**src/design/mrs_pkg.sv**
```systemverilog
// shared constants, state encoding and crc unit control for the modbus rtu slave
`default_nettype none

package mrs_pkg;

  localparam int unsigned FrameLen  = 8;
  localparam int unsigned StoredLen = 6;

  localparam logic [15:0] CrcInit   = 16'hFFFF;
  localparam logic [15:0] CrcPoly   = 16'hA001;
  localparam logic [7:0]  FnRead    = 8'h03;
  localparam logic [7:0]  FnWrite   = 8'h06;
  localparam logic [7:0]  ReadCount = 8'h02;
  localparam logic [15:0] HoldReset = 16'd123;
  localparam logic [7:0]  AddrReset = 8'h01;

  // number of payload bytes ahead of the crc in each reply
  localparam logic [2:0] ReadDataLen  = 3'd5;
  localparam logic [2:0] WriteDataLen = 3'd6;
  localparam logic [2:0] LastPos      = 3'(FrameLen - 1);

  typedef enum logic [2:0] {
    S_IDLE = 3'b001,
    S_LOAD = 3'b010,
    S_CRC  = 3'b100
  } state_e;

  typedef struct packed {
    logic       init;
    logic       load;
    logic [7:0] data;
  } crc_ctrl_t;

endpackage

`default_nettype wire

```
**src/design/mrs_if.sv**
```systemverilog
// valid/ready channels for received and transmitted items
`default_nettype none

interface mrs_rx_if;
  logic       valid;
  logic       ready;
  logic [7:0] rx_byte;

  modport source (output valid, output rx_byte, input ready);
  modport sink (input valid, input rx_byte, output ready);
endinterface

interface mrs_tx_if;
  logic       valid;
  logic       ready;
  logic [7:0] tx_byte;
  logic       last_byte;

  modport source (output valid, output tx_byte, output last_byte, input ready);
  modport sink (input valid, input tx_byte, input last_byte, output ready);
endinterface

`default_nettype wire

```
**src/design/modbus_rtu_single_register_slave.sv**
```systemverilog
// modbus rtu single holding register slave with serial crc reply generation
//
// rx carries one received byte per item; every eight items form one request
// frame, counted from reset. the request crc is not checked. when the eighth
// byte of a frame arrives and byte 0 matches the slave address, function 3
// answers with 7 items and function 6 writes the register (at address 0) and
// answers with 8 items; any other frame gives nothing. last_byte marks the
// final item of a reply. the address register is written by cfg_we_i and
// cfg_wdata_i; the user must write it only while the block is idle, as the
// block itself does not enforce this. rx is not ready while a reply is built.
// for each reply payload byte the sequencer loads the byte into the output
// register and the shared crc unit, waits while the crc unit shifts once per
// data bit and then returns to the load step; each crc byte goes out from
// the load step with no crc run. the eighth byte of an answered frame moves
// the sequencer into the load step.
// reset: frame position 0, address 1, holding register 123, no item pending.
// a stalled receiver holds the output register; the sequencer waits for the
// slot to free before loading the next byte, so nothing is lost or repeated.
`default_nettype none

module modbus_rtu_single_register_slave
  import mrs_pkg::*;
(
  input  wire logic       clk_i,
  input  wire logic       rst_ni,
  input  wire logic       cfg_we_i,
  input  wire logic [7:0] cfg_wdata_i,
  mrs_rx_if.sink          rx,
  mrs_tx_if.source        tx
);

  state_e      state_q, state_d;
  logic [7:0]  slave_addr_q;
  logic [2:0]  pos_q;
  logic [7:0]  req_q [StoredLen];
  logic [15:0] holding_q;
  logic [15:0] value_q, value_d;
  logic        is_write_q, is_write_d;
  logic [2:0]  idx_q, idx_d;

  // output register
  logic        tx_valid_q, tx_valid_d;
  logic [7:0]  tx_byte_q, tx_byte_d;
  logic        tx_last_q, tx_last_d;

  crc_ctrl_t   crc_ctrl;
  logic        crc_busy;
  logic [15:0] crc_val;

  logic        rx_fire;
  logic        frame_end;
  logic        addr_hit;
  logic [15:0] reg_addr;
  logic        slot_free;
  logic [2:0]  data_len;
  logic [7:0]  cur_byte;

  mrs_crc u_crc (
    .clk_i  (clk_i),
    .rst_ni (rst_ni),
    .ctrl_i (crc_ctrl),
    .busy_o (crc_busy),
    .crc_o  (crc_val)
  );

  assign rx.ready  = (state_q == S_IDLE);
  assign rx_fire   = rx.valid && rx.ready;
  assign frame_end = rx_fire && (pos_q == LastPos);
  assign addr_hit  = (req_q[0] == slave_addr_q);
  assign reg_addr  = {req_q[2], req_q[3]};
  assign slot_free = !tx_valid_q || tx.ready;
  assign data_len  = is_write_q ? WriteDataLen : ReadDataLen;

  // reply payload byte at the current position
  always_comb begin
    case (idx_q)
      3'd0:    cur_byte = req_q[0];
      3'd1:    cur_byte = is_write_q ? req_q[1] : FnRead;
      3'd2:    cur_byte = is_write_q ? req_q[2] : ReadCount;
      3'd3:    cur_byte = is_write_q ? req_q[3] : value_q[15:8];
      3'd4:    cur_byte = is_write_q ? req_q[4] : value_q[7:0];
      default: cur_byte = req_q[5];
    endcase
  end

  // reply sequencer
  always_comb begin
    state_d       = state_q;
    value_d       = value_q;
    is_write_d    = is_write_q;
    idx_d         = idx_q;
    tx_valid_d    = tx_valid_q && !tx.ready;
    tx_byte_d     = tx_byte_q;
    tx_last_d     = tx_last_q;
    crc_ctrl.init = 1'b0;
    crc_ctrl.load = 1'b0;
    crc_ctrl.data = cur_byte;

    unique case (state_q)
      S_IDLE: begin
        if (frame_end && addr_hit && (req_q[1] == FnRead || req_q[1] == FnWrite)) begin
          is_write_d = (req_q[1] == FnWrite);
          value_d    = (reg_addr == 16'd0) ? holding_q : 16'd0;
          idx_d      = '0;
          state_d    = S_LOAD;
        end
      end
      S_LOAD: begin
        if (slot_free) begin
          tx_valid_d = 1'b1;
          tx_last_d  = 1'b0;
          idx_d      = idx_q + 3'd1;
          if (idx_q < data_len) begin
            tx_byte_d     = cur_byte;
            crc_ctrl.load = 1'b1;
            crc_ctrl.init = (idx_q == 3'd0);
            state_d       = S_CRC;
          end else if (idx_q == data_len) begin
            // crc goes out low byte first
            tx_byte_d = crc_val[7:0];
          end else begin
            tx_byte_d = crc_val[15:8];
            tx_last_d = 1'b1;
            state_d   = S_IDLE;
          end
        end
      end
      S_CRC: begin
        if (!crc_busy) begin
          state_d = S_LOAD;
        end
      end
      default: state_d = S_IDLE;
    endcase
  end

  always_ff @(posedge clk_i or negedge rst_ni) begin
    if (!rst_ni) begin
      state_q      <= S_IDLE;
      slave_addr_q <= AddrReset;
      pos_q        <= '0;
      holding_q    <= HoldReset;
      tx_valid_q   <= 1'b0;
      idx_q        <= '0;
      is_write_q   <= 1'b0;
    end else begin
      state_q    <= state_d;
      tx_valid_q <= tx_valid_d;
      idx_q      <= idx_d;
      is_write_q <= is_write_d;
      if (cfg_we_i) begin
        slave_addr_q <= cfg_wdata_i;
      end
      if (rx_fire) begin
        pos_q <= pos_q + 3'd1;
      end
      // write request to register 0 updates the holding register
      if (frame_end && addr_hit && req_q[1] == FnWrite && reg_addr == 16'd0) begin
        holding_q <= {req_q[4], req_q[5]};
      end
    end
  end

  // payload registers
  always_ff @(posedge clk_i) begin
    value_q   <= value_d;
    tx_byte_q <= tx_byte_d;
    tx_last_q <= tx_last_d;
    if (rx_fire && pos_q < 3'(StoredLen)) begin
      req_q[pos_q] <= rx.rx_byte;
    end
  end

  assign tx.valid     = tx_valid_q;
  assign tx.tx_byte   = tx_byte_q;
  assign tx.last_byte = tx_last_q;

  // holding register only moves on the final byte of a frame
  a_hold_update: assert property (@(posedge clk_i) disable iff (!rst_ni)
    !$stable(holding_q) |-> $past(rx_fire) && $past(pos_q) == LastPos)
    else $error("holding register changed outside a frame end");

  // a crc load always starts a shift run tracked by the sequencer
  a_crc_run: assert property (@(posedge clk_i) disable iff (!rst_ni)
    crc_ctrl.load |=> state_q == S_CRC && crc_busy)
    else $error("crc load did not start a shift run");

  // bytes are only loaded once the crc unit has settled
  a_load_idle_crc: assert property (@(posedge clk_i) disable iff (!rst_ni)
    state_q == S_LOAD |-> !crc_busy)
    else $error("reply byte loaded while crc unit busy");

endmodule

`default_nettype wire

```
**src/design/mrs_crc.sv**
```systemverilog
// bit-serial modbus crc-16 unit, one shift per cycle
`default_nettype none

module mrs_crc
  import mrs_pkg::*;
(
  input  wire logic        clk_i,
  input  wire logic        rst_ni,
  input  wire crc_ctrl_t   ctrl_i,
  output logic             busy_o,
  output logic [15:0]      crc_o
);

  logic [15:0] crc_q, crc_d;
  logic [2:0]  cnt_q, cnt_d;
  logic        busy_q, busy_d;
  logic [15:0] base;

  always_comb begin
    base   = ctrl_i.init ? CrcInit : crc_q;
    crc_d  = crc_q;
    cnt_d  = cnt_q;
    busy_d = busy_q;
    if (ctrl_i.load) begin
      crc_d  = base ^ {8'h00, ctrl_i.data};
      cnt_d  = '0;
      busy_d = 1'b1;
    end else if (busy_q) begin
      crc_d = crc_q[0] ? ((crc_q >> 1) ^ CrcPoly) : (crc_q >> 1);
      cnt_d = cnt_q + 3'd1;
      if (cnt_q == 3'd7) begin
        busy_d = 1'b0;
      end
    end
  end

  always_ff @(posedge clk_i or negedge rst_ni) begin
    if (!rst_ni) begin
      crc_q  <= CrcInit;
      cnt_q  <= '0;
      busy_q <= 1'b0;
    end else begin
      crc_q  <= crc_d;
      cnt_q  <= cnt_d;
      busy_q <= busy_d;
    end
  end

  assign busy_o = busy_q;
  assign crc_o  = crc_q;

endmodule

`default_nettype wire

```
**src/flat_wrapper.sv**
```systemverilog
// flat-port wrapper written by rule: the top's interface ports become plain ports
module modbus_rtu_single_register_slave_flat import mrs_pkg::*;
  (clk_i, rst_ni, cfg_we_i, cfg_wdata_i, rx_valid, rx_rx_byte, rx_ready, tx_valid, tx_tx_byte, tx_last_byte, tx_ready);
  mrs_rx_if rx_i ();
  mrs_tx_if tx_i ();
  input  wire logic clk_i;
  input  wire logic rst_ni;
  input  wire logic cfg_we_i;
  input  wire logic [7:0] cfg_wdata_i;
  input wire logic [$bits(rx_i.valid)-1:0] rx_valid;
  input wire logic [$bits(rx_i.rx_byte)-1:0] rx_rx_byte;
  output wire logic [$bits(rx_i.ready)-1:0] rx_ready;
  output wire logic [$bits(tx_i.valid)-1:0] tx_valid;
  output wire logic [$bits(tx_i.tx_byte)-1:0] tx_tx_byte;
  output wire logic [$bits(tx_i.last_byte)-1:0] tx_last_byte;
  input wire logic [$bits(tx_i.ready)-1:0] tx_ready;
  assign rx_i.valid = rx_valid;
  assign rx_i.rx_byte = rx_rx_byte;
  assign rx_ready = rx_i.ready;
  assign tx_valid = tx_i.valid;
  assign tx_tx_byte = tx_i.tx_byte;
  assign tx_last_byte = tx_i.last_byte;
  assign tx_i.ready = tx_ready;
  modbus_rtu_single_register_slave u_core (.clk_i(clk_i), .rst_ni(rst_ni), .cfg_we_i(cfg_we_i), .cfg_wdata_i(cfg_wdata_i), .rx(rx_i), .tx(tx_i));
endmodule
```
**config.mk**
```make
export PLATFORM = sky130hd
export DESIGN_NAME = modbus_rtu_single_register_slave_flat
export DESIGN_NICKNAME = d
export VERILOG_FILES = /design/src/design/mrs_pkg.sv /design/src/design/mrs_if.sv /design/src/design/modbus_rtu_single_register_slave.sv /design/src/design/mrs_crc.sv /design/src/flat_wrapper.sv
export SDC_FILE = /design/constraint.sdc
export NUM_CORES = 1
export LEC_CHECK = 0
export BUFFER_PORTS_ARGS = -buffer_cell sky130_fd_sc_hd__buf_2
export CAP_MARGIN = 20
export CORE_MARGIN = 2
export CORE_UTILIZATION = 46
export DETAILED_ROUTE_END_ITERATION = 7
export PLACE_DENSITY = 0.66
export SLEW_MARGIN = 10
export SYNTH_ARGS = -nofsm -noshare
export SYNTH_HDL_FRONTEND = slang
export SYNTH_SLANG_ARGS = --single-unit
```
**constraint.sdc**
```tcl
create_clock -name clk_i -period 6.2 [get_ports clk_i]
set_input_delay 0 -clock clk_i [delete_from_list [all_inputs] [get_ports clk_i]]
set_output_delay 0 -clock clk_i [all_outputs]
set_load 0.01 [all_outputs]
```
Word level (Yosys, flattened, before mapping) --
Memories as Yosys holds them, arrays and structs flattened. Index checks and enable logic that the tools add are counted.
Storage, ports and cells: register bits 80, input port bits 21, output and inout port bits 11, word-level logic and storage cells 92, memories kept 1, RAM bits 48
Operators by class: mux-type cells 34, equal/unequal tests 17, $add $sub $neg 3, $lt $le $gt $ge 2, reduce and logical (&&, ||, !) cells 20, bitwise gates (word level) 2
Memory list:
- u_core.req_q | depth 6, width 8, rd ports 6, clocked after memory_dff 0, wr ports 1, line modbus_rtu_single_register_slave.sv:35 | logic [7:0] req_q [StoredLen];
Operators with widths (count):
- 16-bit 2-to-1 mux | 4
- 8-bit 2-to-1 mux | 6
- 8-bit case mux with 5 select lines | 1
- 3-bit 2-to-1 mux | 9
- 16-bit logical NOT | 1
- 16-bit by 8-bit XOR with 16-bit output | 1
- 3-bit equality test (second input constant) | 4
- 3-bit by 1-bit adder with 3-bit output (second input constant) | 3
- 3-bit by 2-bit equality test with 1-bit output (second input constant) | 3
- 3-bit case mux with 3 select lines | 1
- 8-bit by 2-bit equality test with 1-bit output (second input constant) | 1
- 8-bit by 3-bit equality test with 1-bit output (second input constant) | 1
- 8-bit equality test | 1
- 1-bit logical AND | 8
- 1-bit 2-to-1 mux | 8
- 2-bit 2-to-1 mux | 4
- 3-bit by 1-bit equality test with 1-bit output (second input constant) | 2
- 3-bit case mux with 2 select lines | 1
- 2-bit inequality test (second input constant) | 2
- 2-bit AND reduction | 2
- 4-bit AND reduction | 1
- 2-bit nonzero test | 2
- 3-bit equality test | 1
- 3-bit logical NOT | 1
- 8 further kinds | 10

Longest topological paths before layout --
depth in word-level cells 8, gate-level depth with buffers 10, mapped depth without buffers 7

By module --
A second synthesis with hierarchy kept.
Unflattened totals: cells, all modules 440, area, all modules 5952.0 um^2
By module, submodules not included:
- modbus_rtu_single_register_slave | area an instance 4832.1 um^2, cells each 345, instances 1, seq. area each 3078.0 um^2
- mrs_crc | area an instance 1119.8 um^2, cells each 95, instances 1, seq. area each 520.5 um^2

Worst setup path after synthesis --
Ideal clock, no wire load.
path type flip-flop to flip-flop, start reg u_core.pos_q[0], end reg u_core.idx_q[2], buffers on the path 0, data required time 6.066 ns, arrival time 2.693 ns, library setup time 0.134 ns, cell stages (with the launch flop) 8, path slack 3.373 ns, period minus slack after synthesis 2.827 ns, cell sequence dfrtp_1 ha_1 ha_1 nor4b_1 nand4_2 nor4_2 or3_1 o21ai_0
Between the ends: longest elaborated chain between the ends 6
RTL lines:
- from (decl) | line modbus_rtu_single_register_slave.sv:34 | logic [2:0] pos_q;
- from (signal assigned) | line modbus_rtu_single_register_slave.sv:155 | pos_q <= pos_q + 3'd1;
- 3-bit equality test | line modbus_rtu_single_register_slave.sv:68 | assign frame_end = rx_fire && (pos_q == LastPos);
- 1-bit logical AND | line modbus_rtu_single_register_slave.sv:68
- 1-bit logical AND (2 in series) | line modbus_rtu_single_register_slave.sv:101 | if (frame_end && addr_hit && (req_q[1] == FnRead || req_q[1] == FnWrite)) begin
- 2-bit inequality test (no source line)
- 3-bit AND reduction (no source line)
- to (signal assigned) | line modbus_rtu_single_register_slave.sv:149 | idx_q <= idx_d;
- to (decl) | line modbus_rtu_single_register_slave.sv:39 | logic [2:0] idx_q, idx_d;
No other way between the ends. A chain may end at the register's enable or synchronous reset.

Worst setup path after layout --
start reg u_core.idx_q[2], end reg u_core.u_crc.crc_q[1], in the netlist u_core.u_crc.crc_o[1]
Between the ends: longest elaborated chain between the ends 7, elaborated cells between the ends (all ways) 14, those cells by class 1 x order compare; 4 x eq/ne; 6 x mux; 1 x bitwise; 2 x reduce/logical
RTL lines:
- 3-bit less-than comparator or 3-bit logical NOT (tied branches) | line modbus_rtu_single_register_slave.sv:113, modbus_rtu_single_register_slave.sv:76, modbus_rtu_single_register_slave.sv:116
- 2-bit 2-to-1 mux | line modbus_rtu_single_register_slave.sv:113 | if (idx_q < data_len) begin
- 2-bit 2-to-1 mux | line modbus_rtu_single_register_slave.sv:109 | if (slot_free) begin
- 2-bit 2-to-1 mux | line modbus_rtu_single_register_slave.sv:99 | unique case (state_q)
- 16-bit 2-to-1 mux | line mrs_crc.sv:20 | base = ctrl_i.init ? CrcInit : crc_q;
- 16-bit by 8-bit XOR with 16-bit output | line mrs_crc.sv:25 | crc_d = base ^ {8'h00, ctrl_i.data};
- 16-bit 2-to-1 mux | line mrs_crc.sv:24 | if (ctrl_i.load) begin
- to (signal assigned) | line mrs_crc.sv:39 | crc_q <= CrcInit;
- to (signal assigned) | line mrs_crc.sv:43 | crc_q <= crc_d;
- to (decl) | line mrs_crc.sv:14 | logic [15:0] crc_q, crc_d;
Parallel ways exist; a longest one is shown, timed or not.

==> flow_summary.ini <==
[routing]
drc = 0
wl_um = 14700
drtAntennaViolNets = 0
initialDrtViolationCount = 377
vias = 4269
dr.pass1.iters = 5
via_per_inst = 5.83
wl_per_cell_um = 20.1

[floorplanning]
std_cell_rows = 42
die_x_um = 119
io_pins = 32
die_area_mm2 = 0.0142
core-area_mm2 = 0.0131
die_height_um = 119
initial_core_util_pct = 46.7

[timing]
fin_setup_tns_ps = 0
slew_headroom_pct = 37.5
fin_crit_sh_pct = 52.2
setup_viol = 0
skew_ps = 8.83
maxSlewViolCount = 0
hold_violations = 0
tightestPinTransition_ps = 937
rsz0062_at_grt = no
finalHoldWorstSlack_ps = 71.2
clock.fmax_ghz = 0.309
post-route-min-period_ps = 3240

[run_status]
outcome = completed

[worst_setup_path]
startpoint_type = register
crit_path_max_fanout = 29
ff2ff_setup_slack_ps = 2960
timing.critical_path.to = u_core.u_crc.crc_o[1]$_DFFE_PN1P_
crit_type = reg -> reg
cp-startpoint = u_core.idx_q[2]$_DFFE_PN0P_
ff2ff_path_depth = 7
end_kind = register
cp.arrival_ps = 3580
cp.required_ps = 6540
rr_startpoint = u_core.idx_q[2]$_DFFE_PN0P_
r2r-end = u_core.u_crc.crc_o[1]$_DFFE_PN1P_

[place]
gp_congestion = 0.851
dpl.hpwl_um = 9720
io_buffers = 31
dp.cells = 674

[power_and_ir_drop]
vdd_ir_drop_max_uv = 287
power.density_mw_per_mm2 = 378
p_leak_nw = 2.88
p_total_w = 0.00276

[finish]
finish.utilization_pct = 55.8
antennaDiodeCount = 0
areaGrowthSynthToFinish_pct = 19.4
layout.nets = 575
instances_no_fill = 732
drive_above_1_share_pct = 24.5

[global_route]
grt_pass1_wl_um = 23200
gr-usage-met1_pct = 28.7
met3_usage_pct = 5.51
grt_use_total_pct = 22.0
grt_max_degree = 56
grt_overflow = 0
grt_pass1_vias = 4218
top_usage_layer = met2
grt_antenna_before_repair = 0
met2_usage_pct = 33.5

[job]
maxCapViolCount = 0

[yosys]
synth_area_leaders = edfxtp_1 36%, dfrtp_1 13%, dfstp_2 10%, mux2_2 4.6%, mux2i_1 2.8%
yosysUniqueCellTypes = 63
synth_seq_area_share_pct = 58.9
synth_edf_count = 73
netlist_instances = 487
synthTopCellsByCount = 73 x edfxtp_1, 32 x o21ai_0, 31 x dfrtp_1
async_reset_ff_share_pct = 43.0
synth_most_common_cell = edfxtp_1
synth_area_mm2 = 0.00611
syn-num-nets = 519
yosys_warnings = 0
synth_ff_type = edfxtp_1
ys_seq_elements = 128
yosysTopAreaCellShare_pct = 35.9
synth.avg_cell_area_um2 = 12.6
yosysTopAreaCell = edfxtp_1

[clock_tree]
cts_sinks = 128
root_buffer = clkbuf_16
cts_buffers = 17
cts_tree = done
cts_max_level = 4
cts.clk_slew.worst_paths_ps = 60
insertion_delay_ps = 430
clockBufferDepth = 2

[worst_hold_path]
hp-class = in -> reg
==> critical path, cell delays in order (launching register included) <==
cell	delay [ps]
dfrtp_1	870
inv_1	200
ha_1	370
nor2_1	210
nand2_1	540
nor3_1	620
a32oi_1	170
o211ai_1	160
==> kinds of logic after synthesis <==
kind of cell	after synthesis	synth area share, %
AOI/OAI and AO/OA	113	12.4
xor gates and xnor gates	14	2.01
adders and majority gates	11	2.25
buffers and inverters	43	2.93
DFF	128	58.8
muxes	54	10.2
and+or+nand+nor	124	11.4
==> how the worst min path moves through the flow <==
stage             start                          endpoint  cells past startpoint
2_1_floorplan    rst_ni  u_core.holding_q[10]$_DFFE_PN0P_                      0
3_3_place_gp     rst_ni         u_core.tx.valid$_DFF_PN0_                      2
3_5_place_dp     rst_ni   u_core.holding_q[7]$_DFFE_PN0P_                      2
4_1_cts        rx_valid       u_core.pos_q[0]$_DFFE_PN0P_                      3
5_1_grt        rx_valid       u_core.pos_q[0]$_DFFE_PN0P_                      3
6_report       rx_valid       u_core.pos_q[0]$_DFFE_PN0P_                      3
==> metrics by stage <==
stage          worst slack (ps)  instance area (µm²)
6_report                   2960                 7300
5_1_grt                    2590                 7300
4_1_cts                    3050                 7300
3_5_place_dp               3070                 6430
3_3_place_gp               3220                 6430
2_1_floorplan              3370                 6110
==> area by class of cell <==
class | count | area [µm²]
inverters | 16 | 60.1
fillers | 1072 | 5790
well taps | 176 | 220
multi-input cells | 316 | 2350
clock buffers | 18 | 429
repair buffers | 64 | 468
clock inverters | 14 | 178
flip-flops and latches | 128 | 3600
==> report_power, final <==
part | leakage [nW] | internal [W] | total (W) | switching [W]
combinational | 1.24 | 0.000210 | 0.000507 | 0.000296
sequential | 1.34 | 0.00108 | 0.00122 | 0.000136
clock | 0.296 | 0.000638 | 0.00104 | 0.000399
==> placed cells by master (no fill, tap or decap), types with 4 or more instances in the layout <==
| cell type | n |
|---|---|
| edfxtp_1 | 73 |
| o21ai_0 | 31 |
| buf_2 | 31 |
| dfrtp_1 | 31 |
| nor2_1 | 26 |
| dlygate4sd3_1 | 26 |
| mux2_2 | 25 |
| nand2_1 | 25 |
| dfstp_2 | 24 |
| a21oi_1 | 18 |
| and2_1 | 17 |
| mux2i_1 | 17 |
| clkbuf_16 | 17 |
| inv_1 | 15 |
| nor4_1 | 13 |
| xnor2_1 | 12 |
| ha_1 | 11 |
| mux2_4 | 10 |
| buf_4 | 7 |
| o211ai_1 | 6 |
| nor3_1 | 6 |
| nor2b_1 | 5 |
| a22o_1 | 5 |
| a32oi_1 | 5 |
| o221ai_1 | 5 |
| nand2b_1 | 5 |
| o311ai_0 | 5 |
| inv_6 | 5 |
| a31oi_1 | 4 |
| or3_1 | 4 |
| nand4_1 | 4 |
==> layer usage <==
metal	routed length, µm	part of all wire [%]
met1	6450	44
met2	6900	47
met3	776	5.3
met4	597	4.1
met5	0	0
==> timing repair <==
item | in CTS | in global routing
hold buffers | 26 | 0
gates resized for setup | 0 | 0
setup buffers | 0 | 0
endpoints found under the hold margin | 88 | 0
==> sequential cells by signal, summed over array words and instances (netlist names), 3 cells and up <==
name                 cells
u_core.holding_q        16
u_core.idx_q             3
u_core.pos_q             3
u_core.req_q            48
u_core.slave_addr_q      8
u_core.state_q           3
u_core.tx.tx_byte        8
u_core.u_crc.cnt_q       3
u_core.u_crc.crc_o      16
u_core.value_q          16
Note: power is estimated with default switching activity, not from simulation.
